$ cat config.mk
export PLATFORM = sky130hd
export DESIGN_NAME = temp_sensor_acquisition_supervisor_top
export DESIGN_NICKNAME = d
export VERILOG_FILES = /design/src/hw/rtl/tsas_pkg.sv /design/src/hw/rtl/temp_sensor_acquisition_supervisor_top.sv
export SDC_FILE = /design/constraint.sdc
export NUM_CORES = 1
export LEC_CHECK = 0
export BUFFER_PORTS_ARGS = -buffer_cell sky130_fd_sc_hd__buf_4
export CAP_MARGIN = 20
export CORE_MARGIN = 4
export CORE_UTILIZATION = 40
export CTS_CLUSTER_SIZE = 25
export DETAILED_ROUTE_END_ITERATION = 7
export PLACE_DENSITY = 0.67
export SLEW_MARGIN = 20
export SYNTH_ARGS = -nofsm -noshare
export SYNTH_HDL_FRONTEND = slang
export SYNTH_SLANG_ARGS = --single-unit
$ cat constraint.sdc
create_clock -name clk -period 5.9 [get_ports clk]
set_clock_uncertainty 0.05 [all_clocks]
set_input_delay 1.18 -clock clk [delete_from_list [all_inputs] [get_ports clk]]
set_output_delay 1.18 -clock clk [all_outputs]
set_load 0.01 [all_outputs]
$ cat src/hw/rtl/tsas_pkg.sv
package tsas_pkg;

    // Status codes
    localparam logic [2:0] ST_OK      = 3'd0;
    localparam logic [2:0] ST_INIT    = 3'd1;
    localparam logic [2:0] ST_PARAM   = 3'd2;
    localparam logic [2:0] ST_TIMEOUT = 3'd3;
    localparam logic [2:0] ST_BUS     = 3'd4;

    // Phase codes
    localparam logic [2:0] PH_UNINIT   = 3'd0;
    localparam logic [2:0] PH_IDLE     = 3'd1;
    localparam logic [2:0] PH_READ     = 3'd2;
    localparam logic [2:0] PH_VALIDATE = 3'd3;
    localparam logic [2:0] PH_FAULT    = 3'd4;

    // Command codes
    localparam logic [1:0] CMD_TICK    = 2'd0;
    localparam logic [1:0] CMD_RECOVER = 2'd1;
    localparam logic [1:0] CMD_INIT    = 2'd2;

    // Bus result codes
    localparam logic [1:0] BUS_OK      = 2'd0;
    localparam logic [1:0] BUS_TIMEOUT = 2'd1;

    // Temperature usability codes
    localparam logic [1:0] CHK_USABLE  = 2'd0;
    localparam logic [1:0] CHK_INVALID = 2'd1;
    localparam logic [1:0] CHK_STALE   = 2'd2;

    // Configuration register indexes
    localparam logic [1:0] CFG_DIVIDER   = 2'd0;
    localparam logic [1:0] CFG_MAX_FAILS = 2'd1;
    localparam logic [1:0] CFG_STALE     = 2'd2;
    localparam logic [1:0] CFG_ADDRESS   = 2'd3;

    // Register reset values and limits
    localparam logic [15:0] DIVIDER_RST   = 16'd10;
    localparam logic [7:0]  MAX_FAILS_RST = 8'd3;
    localparam logic [15:0] STALE_RST     = 16'd50;
    localparam logic [6:0]  ADDRESS_RST   = 7'd24;
    localparam logic [6:0]  ADDR_LOW      = 7'd24;
    localparam logic [6:0]  ADDR_HIGH     = 7'd31;

    localparam logic signed [15:0] INVALID_TEMP = 16'sh8000;

    localparam int IN_DATA_W  = 24;
    localparam int OUT_DATA_W = 64;

    typedef struct packed {
        logic [1:0]  command;
        logic [1:0]  bus_status;
        logic [15:0] raw_word;
    } req_t;

    typedef struct packed {
        logic               in_fault;
        logic [2:0]         recorded_status;
        logic [2:0]         latched_cause;
        logic [15:0]        total_faults;
        logic [15:0]        age;
        logic [1:0]         temperature_check;
        logic signed [15:0] temperature_tenths;
        logic               read_taken;
        logic [2:0]         status;
    } result_t;

    // Map a bus result to a status code; codes two and three count as a bus error
    function automatic logic [2:0] bus_to_code(input logic [1:0] bus);
        logic [2:0] code;
        if (bus == BUS_OK)
        begin
            code = ST_OK;
        end
        else if (bus == BUS_TIMEOUT)
        begin
            code = ST_TIMEOUT;
        end
        else
        begin
            code = ST_BUS;
        end
        return code;
    endfunction

    // Signed Q4 reading to tenths of a degree, rounding half away from zero
    function automatic logic signed [15:0] convert_tenths(input logic [15:0] raw);
        logic [12:0] t13;
        logic [12:0] mag;
        logic [15:0] scaled;
        logic [11:0] quot;
        logic signed [15:0] tenths;
        t13 = raw[12:0];
        if (t13[12])
        begin
            mag = 13'(14'h2000 - {1'b0, t13});
        end
        else
        begin
            mag = t13;
        end
        scaled = 16'(mag) * 16'd10 + 16'd8;
        quot   = scaled[15:4];
        if (t13[12])
        begin
            tenths = 16'sd0 - $signed({4'b0000, quot});
        end
        else
        begin
            tenths = $signed({4'b0000, quot});
        end
        return tenths;
    endfunction

endpackage

$ cat src/hw/rtl/temp_sensor_acquisition_supervisor_top.sv
// Channel   Direction  Payload
// s_axis    in         command, bus_status, raw_word (one request per command)
// m_axis    out        status, flags, cached temperature, age, diagnostics
// cfg       in         register writes: divider, failure limit, stale limit, address
//
// One request per clock sustained while m_tready holds up. A request is registered in
// the input register on entry; its state update and result are formed from it and loaded
// into the result register, which drives m_axis.
// Reset clears the phase machine, counters and handshake flags; registers return to
// their defaults. A stalled result holds in the output register; the input register
// keeps taking requests until it too is full.
module temp_sensor_acquisition_supervisor_top
    import tsas_pkg::*;
(
    input  logic                  clk,
    input  logic                  rst_n,
    input  logic                  s_tvalid,
    output logic                  s_tready,
    // command[1:0], bus_status[3:2], raw_word[19:4], zero fill[23:20]
    input  logic [IN_DATA_W-1:0]  s_tdata,
    output logic                  m_tvalid,
    input  logic                  m_tready,
    // status[2:0], read_taken[3], temperature_tenths[19:4], temperature_check[21:20],
    // age[37:22], total_faults[53:38], latched_cause[56:54], recorded_status[59:57],
    // in_fault[60], zero fill[63:61]
    output logic [OUT_DATA_W-1:0] m_tdata,
    input  logic                  cfg_we,
    input  logic [1:0]            cfg_index,
    input  logic [15:0]           cfg_data
);

    // Configuration registers
    logic [15:0] divider_reg;
    logic [7:0]  max_fails_reg;
    logic [15:0] stale_reg;
    logic [6:0]  address_reg;

    // Pipeline registers
    logic    in_valid_reg;
    req_t    in_req_reg;
    logic    out_valid_reg;
    result_t out_res_reg;
    result_t out_res_next;

    // Supervisor state
    logic [2:0]         phase_reg, phase_next;
    logic [15:0]        tick_reg, tick_next;
    logic signed [15:0] cached_reg, cached_next;
    logic [15:0]        age_reg, age_next;
    logic [15:0]        held_reg, held_next;
    logic [2:0]         last_reg, last_next;
    logic [2:0]         cause_reg, cause_next;
    logic [15:0]        total_reg, total_next;
    logic [7:0]         row_reg, row_next;

    logic        out_load;
    logic        advance;
    logic [2:0]  status;
    logic        taken;
    logic [1:0]  check;
    logic [2:0]  bus_code;
    logic [15:0] tick_inc;
    logic [7:0]  row_inc;

    assign out_load = !out_valid_reg || m_tready;
    assign advance  = in_valid_reg && out_load;
    assign s_tready = !in_valid_reg || out_load;
    assign m_tvalid = out_valid_reg;
    assign m_tdata  = {3'b000, out_res_reg};

    assign bus_code = bus_to_code(in_req_reg.bus_status);
    assign tick_inc = tick_reg + 16'd1;
    assign row_inc  = (row_reg < 8'hFF) ? row_reg + 8'd1 : row_reg;

    // Write configuration registers
    always_ff @(posedge clk or negedge rst_n)
    begin
        if (!rst_n)
        begin
            divider_reg   <= DIVIDER_RST;
            max_fails_reg <= MAX_FAILS_RST;
            stale_reg     <= STALE_RST;
            address_reg   <= ADDRESS_RST;
        end
        else if (cfg_we)
        begin
            unique case (cfg_index)
                CFG_DIVIDER:   divider_reg   <= cfg_data;
                CFG_MAX_FAILS: max_fails_reg <= cfg_data[7:0];
                CFG_STALE:     stale_reg     <= cfg_data;
                CFG_ADDRESS:   address_reg   <= cfg_data[6:0];
                default:       divider_reg   <= divider_reg;
            endcase
        end
    end

    // Work out the next state and the result of the held request
    always_comb
    begin
        phase_next  = phase_reg;
        tick_next   = tick_reg;
        cached_next = cached_reg;
        age_next    = age_reg;
        held_next   = held_reg;
        last_next   = last_reg;
        cause_next  = cause_reg;
        total_next  = total_reg;
        row_next    = row_reg;
        status      = ST_OK;
        taken       = 1'b0;

        unique case (in_req_reg.command)
            CMD_TICK:
            begin
                if (phase_reg == PH_UNINIT)
                begin
                    last_next = ST_INIT;
                end
                else
                begin
                    if (age_reg < 16'hFFFF)
                    begin
                        age_next = age_reg + 16'd1;
                    end
                    unique case (phase_reg)
                        PH_IDLE:
                        begin
                            if (tick_inc >= divider_reg)
                            begin
                                tick_next  = 16'd0;
                                phase_next = PH_READ;
                            end
                            else
                            begin
                                tick_next = tick_inc;
                            end
                        end
                        PH_READ:
                        begin
                            taken = 1'b1;
                            if (bus_code == ST_OK)
                            begin
                                held_next  = in_req_reg.raw_word;
                                phase_next = PH_VALIDATE;
                            end
                            else
                            begin
                                // Count the failure and latch the fault on a long run
                                last_next = bus_code;
                                if (total_reg < 16'hFFFF)
                                begin
                                    total_next = total_reg + 16'd1;
                                end
                                row_next = row_inc;
                                if (row_inc >= max_fails_reg)
                                begin
                                    phase_next  = PH_FAULT;
                                    tick_next   = 16'd0;
                                    cause_next  = bus_code;
                                    cached_next = INVALID_TEMP;
                                end
                                else
                                begin
                                    phase_next = PH_IDLE;
                                end
                            end
                        end
                        PH_VALIDATE:
                        begin
                            cached_next = convert_tenths(held_reg);
                            age_next    = 16'd0;
                            last_next   = ST_OK;
                            phase_next  = PH_IDLE;
                            row_next    = 8'd0;
                        end
                        default:
                        begin
                            phase_next = phase_reg;
                        end
                    endcase
                end
                status = last_next;
            end
            CMD_RECOVER:
            begin
                if (phase_reg == PH_UNINIT)
                begin
                    status = ST_INIT;
                end
                else if (phase_reg == PH_FAULT)
                begin
                    row_next    = 8'd0;
                    tick_next   = 16'd0;
                    cached_next = INVALID_TEMP;
                    age_next    = 16'hFFFF;
                    phase_next  = PH_IDLE;
                end
            end
            CMD_INIT:
            begin
                // Clear the context, then check the address and bus readiness
                tick_next   = 16'd0;
                cached_next = INVALID_TEMP;
                age_next    = 16'd0;
                cause_next  = ST_OK;
                row_next    = 8'd0;
                if (address_reg < ADDR_LOW || address_reg > ADDR_HIGH)
                begin
                    status = ST_PARAM;
                end
                else
                begin
                    status = bus_code;
                end
                last_next = status;
                if (status == ST_OK)
                begin
                    phase_next = PH_IDLE;
                    total_next = 16'd0;
                end
                else
                begin
                    phase_next = PH_UNINIT;
                    total_next = 16'd1;
                end
            end
            default:
            begin
                status = ST_PARAM;
            end
        endcase

        if (cached_next == INVALID_TEMP)
        begin
            check = CHK_INVALID;
        end
        else if (age_next >= stale_reg)
        begin
            check = CHK_STALE;
        end
        else
        begin
            check = CHK_USABLE;
        end

        out_res_next.status             = status;
        out_res_next.read_taken         = taken;
        out_res_next.temperature_tenths = cached_next;
        out_res_next.temperature_check  = check;
        out_res_next.age                = age_next;
        out_res_next.total_faults       = total_next;
        out_res_next.latched_cause      = cause_next;
        out_res_next.recorded_status    = last_next;
        out_res_next.in_fault           = (phase_next == PH_FAULT);
    end

    // Hold or advance the input and output stages
    always_ff @(posedge clk or negedge rst_n)
    begin
        if (!rst_n)
        begin
            in_valid_reg  <= 1'b0;
            out_valid_reg <= 1'b0;
        end
        else
        begin
            if (s_tready)
            begin
                in_valid_reg <= s_tvalid;
            end
            if (out_load)
            begin
                out_valid_reg <= in_valid_reg;
            end
        end
    end

    // Capture request and result payloads
    always_ff @(posedge clk)
    begin
        if (s_tready && s_tvalid)
        begin
            in_req_reg.command    <= s_tdata[1:0];
            in_req_reg.bus_status <= s_tdata[3:2];
            in_req_reg.raw_word   <= s_tdata[19:4];
        end
        if (advance)
        begin
            out_res_reg <= out_res_next;
        end
    end

    // Update supervisor state as each request retires
    always_ff @(posedge clk or negedge rst_n)
    begin
        if (!rst_n)
        begin
            phase_reg  <= PH_UNINIT;
            tick_reg   <= 16'd0;
            cached_reg <= INVALID_TEMP;
            age_reg    <= 16'd0;
            held_reg   <= 16'd0;
            last_reg   <= ST_INIT;
            cause_reg  <= ST_OK;
            total_reg  <= 16'd0;
            row_reg    <= 8'd0;
        end
        else if (advance)
        begin
            phase_reg  <= phase_next;
            tick_reg   <= tick_next;
            cached_reg <= cached_next;
            age_reg    <= age_next;
            held_reg   <= held_next;
            last_reg   <= last_next;
            cause_reg  <= cause_next;
            total_reg  <= total_next;
            row_reg    <= row_next;
        end
    end

endmodule

==> results of run 1 <==
==> power by group through the flow <==
stage / Sequential (mW) / Combinational (mW) / Clock (mW)
final: 1.90 / 0.782 / 1.48
after global routing: 1.92 / 0.884 / 1.57
after CTS: 1.90 / 0.791 / 1.51
after detailed placement: 1.92 / 0.783 / 0
after global placement: 1.92 / 0.764 / 0
after floorplan: 1.90 / 0.516 / 0
==> synthesized netlist by cell type, drive strengths merged, types with 4 or more instances <==
library cell	instances
nor4	9
mux2i	9
mux2	66
o21a	6
nor3	20
nand3	47
or3	10
o21ai	93
and4	8
a211oi	14
dfrtp	129
buf	14
a21o	32
o31ai	23
a22oi	9
inv	70
nand2	207
o211ai	7
a21oi	45
nor2	61
o41ai	4
and2	10
a22o	15
nand3b	7
clkbuf	41
nand2b	17
edfxtp	78
or2	8
nand4	14
ha	73
a21boi	4
nor3b	6
a31oi	15
dfstp	11
xor2	16
xnor2	38
and3	13
==> worst reg2reg max path, stage by stage (launching register included) <==
cell      delay, ps
dfrtp_1         550
o31ai_1         160
xnor2_1         250
ha_1            280
ha_1            230
inv_1            80
fa_1            450
nand3b_1        210
or2_1           320
or3_1           370
or2_0           330
o32ai_1         540
o21ai_1         180
nor3_1          270
a31oi_1         250
a2111o_1        360
o41a_1          320
==> cell families (layout without fill, tap and decap cells) <==
| group | count (synthesis) | in the layout | synth area share [%] |
|---|---|---|---|
| mux | 75 | 75 | 6.55 |
| buf+inv | 125 | 234 | 3.87 |
| compound gates | 304 | 304 | 15.8 |
| simple gates | 447 | 447 | 16.6 |
| flops | 218 | 218 | 46.1 |
| xor+xnor | 54 | 54 | 3.72 |
| fa+ha+maj | 74 | 74 | 7.34 |
| other cells | 1 | 3 | 0.0295 |
==> final cells by class <==
cell class,count,area [sq um],area share (%)
multi-input combinational,957,6390,43.5
sequential,218,5860,39.9
timing repair buffer,119,900,6.12
clock buffer,42,762,5.18
tap,402,503,3.42
inverter,70,265,1.80
clock inverter,3,18.8,0.128
==> metrics by stage <==
stage / hold slack (ps) / setup WS [ps] / utilization [%] / instances
detailed placement: 406 / 364 / 44.2 / 1766
global route: 437 / 11.0 / 46.7 / 1811
finish: 421 / 444 / 46.7 / 1811
CTS: 420 / 351 / 46.7 / 1811
floorplan: 376 / 704 / - / 1300
global placement: 392 / 507 / 44.2 / 1766
==> final timing paths <==
kind	slack, ps	end
max	440	m_tdata[21]$_SDFFCE_PN0P_
min	420	held_reg[12]$_DFFE_PN0P_
max reg2reg	440	m_tdata[21]$_SDFFCE_PN0P_
min reg2reg	420	held_reg[12]$_DFFE_PN0P_
max in group asynchronous	3990	stale_reg[1]$_DFFE_PN1P_
min in group asynchronous	740	age_reg[12]$_DFFE_PN0P_
==> what timing repair did <==
| action | 4_1_cts | 5_1_grt |
|---|---|---|
| resized for setup | 0 | 1 |
| setup endpoints to repair | 0 | 1 |
| endpoints found under the hold margin | 0 | 0 |
==> per-layer routing <==
layer | routed length [microns] | GRT usage, %
met5 | 0 | 0
met1 | 14100 | 23.6
met4 | 534 | 4.04
met3 | 1480 | 2.26
met2 | 13800 | 27.4
==> flow_summary.yaml, run 1 <==
die:
  io_pins: 113
  fp.dieArea_sq_um: 34700
  num_rows: 65
  initial_core_util_pct: 40.4
  die_width_microns: 186
  die_h_microns: 186
  coreArea_sq_um: 31500
global_route:
  grt_overflow: 0
  antenna_found_initial: 0
  grt_pass1_vias: 9572
  grt_use_total_pct: 16.6
  grt_pass1_wl_microns: 49100
  grt_max_degree: 104
synth:
  async_reset_ff_share_pct: 64.2
  synthFlopType: "dfrtp_1"
  ys_types: 84
  synth_seq_cells: 218
  synth_cells: 1298
  ys.warnings.count: 0
  yosys-top-cells-area: "dfrtp_1, edfxtp_1, ha_1"
  synth_area_sq_um: 12700
  syn_area_per_cell_sq_um: 9.80
  synth_edf_count: 78
  seq_area_frac_synth_pct: 46.1
  synth_top_area_share_pct: 25.4
  yosys.area.top_type: "dfrtp_1"
clock_tree:
  clk_pin_slew_ps: 60
  cts_buffers: 25
  clockRootBuffer: "clkbuf_16"
  ctsHoldBuffers: 0
  cts_sinks: 218
  htreeDepth: 1
  cts_max_path_buffers: 3
  cts_tree: "built"
  postCtsSetupBuffers: 0
  insertion_delay_ps: 520
placement:
  finalWeightedCongestion: 0.890
  port_buffers: 102
  dp.final_hpwl_microns: 21500
  placed_area_sq_um: 13900
critical_path:
  critPathLaunchType: "flip-flop"
  crit_type: "flip-flop to flip-flop"
  path_buf_inv: 1
  critPathRequiredTime_ps: 6100
  critPathLaunch: "held_reg[12]$_DFFE_PN0P_"
  critPathMaxStageDelay_ps: 550
  cp_common_cell: "ha_1"
  path_delay_family: "compound AO/OA/AOI/OAI gates"
  cpMaxStageDelayCell: "dfrtp_1"
  r2r_cells: 16
  path_max_fanout: 14
  r2r-start: "held_reg[12]$_DFFE_PN0P_"
  cp-end-kind: "flip-flop"
  cp_cell_sequence: "o31ai_1, xnor2_1, ha_1, ha_1, inv_1, fa_1, nand3b_1, or2_1, or3_1, or2_0, o32ai_1, o21ai_1, nor3_1, a31oi_1, a2111o_1, o41a_1"
  cp.arrival_ps: 5660
  cp_num_cells: 16
final_layout:
  design_area_sq_um: 14700
  layout-drive-gt1-share_pct: 18.0
  largest_register_ffs: 61
  areaGrowthSynthToFinish_pct: 15.6
  final_common_cell: "nand2_1"
  layout_common_cells: "nand2_1, dfrtp_1, buf_4, o21ai_0, edfxtp_1"
  n_antenna_cell: 0
  num-fill-cells: 2951
  nets: 1512
sta:
  slew_headroom_pct: 31.8
  period_needed_ps: 5460
  worst_pin_slew_ps: 1020
  finalSetupViolCount: 0
  fin_crit_sh_pct: 92.5
  final_max_slew_viol_count: 0
  setup_tns_ps: 0
  rsz0062_at_grt: "no"
  fmax_mhz: 183
  hold_viol: 0
route:
  drtAntennaViolNets: 0
  drtPass1Iterations: 6
  drt_iter0_drc: 650
  post_drt_wl_per_cell_microns: 16.5
  routed_wl_microns: 29900
  vias_per_cell: 5.48
  vias: 9927
  drc: 0
power_and_ir_drop:
  peakVddDrop_mv: 0.204
  p_int_mw: 2.99
  power.density_nw_per_um2: 283
  power_mw: 4.16
  clockPowerShare_pct: 35.5
  sw_frac_of_total_pct: 28.0
  p_leak_nw: 6.69
  p_switching_mw: 1.16
  pwr-share-comb_pct: 18.8
  seqPwrFrac_pct: 45.7
hold_path:
  hold_depth: 2
  hold_start: "in_req_reg[12]$_DFFE_PP_"
  hp-class: "flip-flop to flip-flop"
outcome:
  status: "finished clean"
run:
  drv_cap: 0
Power figures use the tool's default switching activity.
==> run 2, diff against run 1 <==
Settings changed: CORE_UTILIZATION 40 to 45, PLACE_DENSITY 0.67 to 0.73.
==> run 2 against run 1 <==
Compared with the run above: count of clock-buffer cells in the layout decreased by 8; register-to-register slack better by 40 ps; combinational power is 0.5% higher; wire length decreased by 0.81%; critical path type unchanged; highest routed layer unchanged; global-route usage grew 2.0 points; sequential cell count unchanged.
==> flow_summary.yaml, run 2 (same netlist as run 1, synthesis figures left out) <==
global_route:
  grt_overflow: 0
  use_met3_pct: 2.74
  grt_max_degree: 98
  grt_pass1_vias: 9579
  antenna_found_initial: 0
  globalRouteMet1Util_pct: 26.4
  grt_use_total_pct: 18.6
  globalRoute.busiestLayer: "met2"
  use_met2_pct: 30.2
  grt_pass1_wl_microns: 48300
die:
  initial_core_util_pct: 45.7
  die_h_microns: 176
  fp.dieArea_sq_um: 31000
  coreArea_sq_um: 27900
  die_width_microns: 176
  num_rows: 61
  io_pins: 113
route:
  vias_per_cell: 5.63
  drtPass1Iterations: 6
  post_drt_wl_per_cell_microns: 16.6
  vias: 10100
  drtAntennaViolNets: 0
  drt_iter0_drc: 735
  drc: 0
  routed_wl_microns: 29700
final_layout:
  layout-drive-gt1-share_pct: 18.6
  areaGrowthSynthToFinish_pct: 15.9
  largest_register_ffs: 61
  layout_common_cells: "nand2_1, dfrtp_1, buf_4, o21ai_0, edfxtp_1"
  final_common_cell: "nand2_1"
  num-fill-cells: 2472
  nets: 1510
  design_area_sq_um: 14700
  n_antenna_cell: 0
sta:
  period_needed_ps: 5410
  rsz0062_at_grt: "no"
  fin_crit_sh_pct: 91.7
  slew_headroom_pct: 37.7
  worst_pin_slew_ps: 934
  finalWorstSetupSlack_ps: 488
  final_max_slew_viol_count: 0
  hold_ws_ps: 416
  setup_tns_ps: 0
  finalSetupViolCount: 0
  fmax_mhz: 185
  hold_viol: 0
power_and_ir_drop:
  power.density_nw_per_um2: 289
  peakVddDrop_mv: 0.224
  power_mw: 4.26
  p_leak_nw: 6.72
run:
  drv_cap: 0
placement:
  placed_area_sq_um: 13900
  dp.final_hpwl_microns: 21400
  finalWeightedCongestion: 0.894
  port_buffers: 102
  pre_cts_slack_ps: 354
critical_path:
  crit_type: "flip-flop to flip-flop"
  critPathLaunchType: "flip-flop"
  path_buf_inv: 0
  path_delay_family: "compound AO/OA/AOI/OAI gates"
  critPathMaxStageDelay_ps: 440
  cp-end-kind: "flip-flop"
  cpMaxStageDelayCell: "or4_1"
  cp.arrival_ps: 5630
  critPathRequiredTime_ps: 6120
  path_max_fanout: 5
  cp_cell_sequence: "nor3_1, nand3_1, or4_1, o21ai_0, xnor2_1, ha_1, ha_1, a21oi_2, o211ai_1, a31oi_1, xor2_1, nor4_2, o21ai_0, nand2_1, a41o_2, a2111o_1, o41a_1"
clock_tree:
  ctsHoldBuffers: 0
  insertion_delay_ps: 530
  cts_tree: "built"
  clockRootBuffer: "clkbuf_16"
  cts_max_path_buffers: 3
  cts_sinks: 218
  htreeDepth: 1
  clk_pin_slew_ps: 60
  cts_buffers: 24
outcome:
  status: "finished clean"
hold_path:
  hp-class: "flip-flop to flip-flop"
## run 2: cell count changes in the layout (fill, tap and decap cells not counted), sizes merged
cell / change
bufinv: +2
clkinv: +4
clkinvlp: +1
clkbuf: -9
## run 2: path summary, 6_finish.rpt
| path | startpoint | end | slack (ps) | cells past startpoint |
|---|---|---|---|---|
| max in group asynchronous | rst_n | stale_reg[8]$_DFFE_PN0P_ | 3930 | 2 |
| worst max register to register | held_reg[2]$_DFFE_PN0P_ | m_tdata[21]$_SDFFCE_PN0P_ | 490 | 17 |
| worst min register to register | in_req_reg[1]$_DFFE_PP_ | held_reg[1]$_DFFE_PN0P_ | 420 | 2 |
| min in group asynchronous | rst_n | total_reg[9]$_DFFE_PN0P_ | 700 | 1 |
| worst max-delay path | held_reg[2]$_DFFE_PN0P_ | m_tdata[21]$_SDFFCE_PN0P_ | 490 | 17 |
| worst min-delay path | in_req_reg[1]$_DFFE_PP_ | held_reg[1]$_DFFE_PN0P_ | 420 | 2 |
## run 2: what timing repair did
| item | 4_1_cts | 5_1_grt |
|---|---|---|
| setup buffers | 0 | 0 |
| resized for setup | 0 | 4 |
| setup endpoints to repair | 0 | 3 |
## run 2: routing by layer
layer / vias to the layer above / routed length (microns)
met5: - / 0
met4: 0 / 618
met3: 47 / 1750
met2: 291 / 13800
met1: 4836 / 13500
li1: 4880 / -
## run 2: through the flow
stage               std cells  utilization [%]
floorplan                1300                -
global route             1785             52.9
CTS                      1785             52.9
global placement         1741             49.8
finish                   1785             52.9
detailed placement       1741             49.8
## run 2: power by group
group	total, mW	switching (mW)	internal, mW
sequential	1.90	0.131	1.77
clock	1.58	0.618	0.962
combinational	0.786	0.437	0.349
## run 2: worst min-delay path: stages (launching register included)
cell	delay, ps
edfxtp_1	330
nand2_1	40
o21ai_0	60
## run 2: area by class of cell
class / instances / area, sq um / share of cell area, %
multi-input cells: 957 / 6410 / 43.5
flip-flops and latches: 218 / 5860 / 39.7
repair buffers: 118 / 890 / 6.03
clock buffers: 34 / 741 / 5.02
well taps: 378 / 473 / 3.21
inverters: 70 / 265 / 1.80
clock inverters: 10 / 109 / 0.738
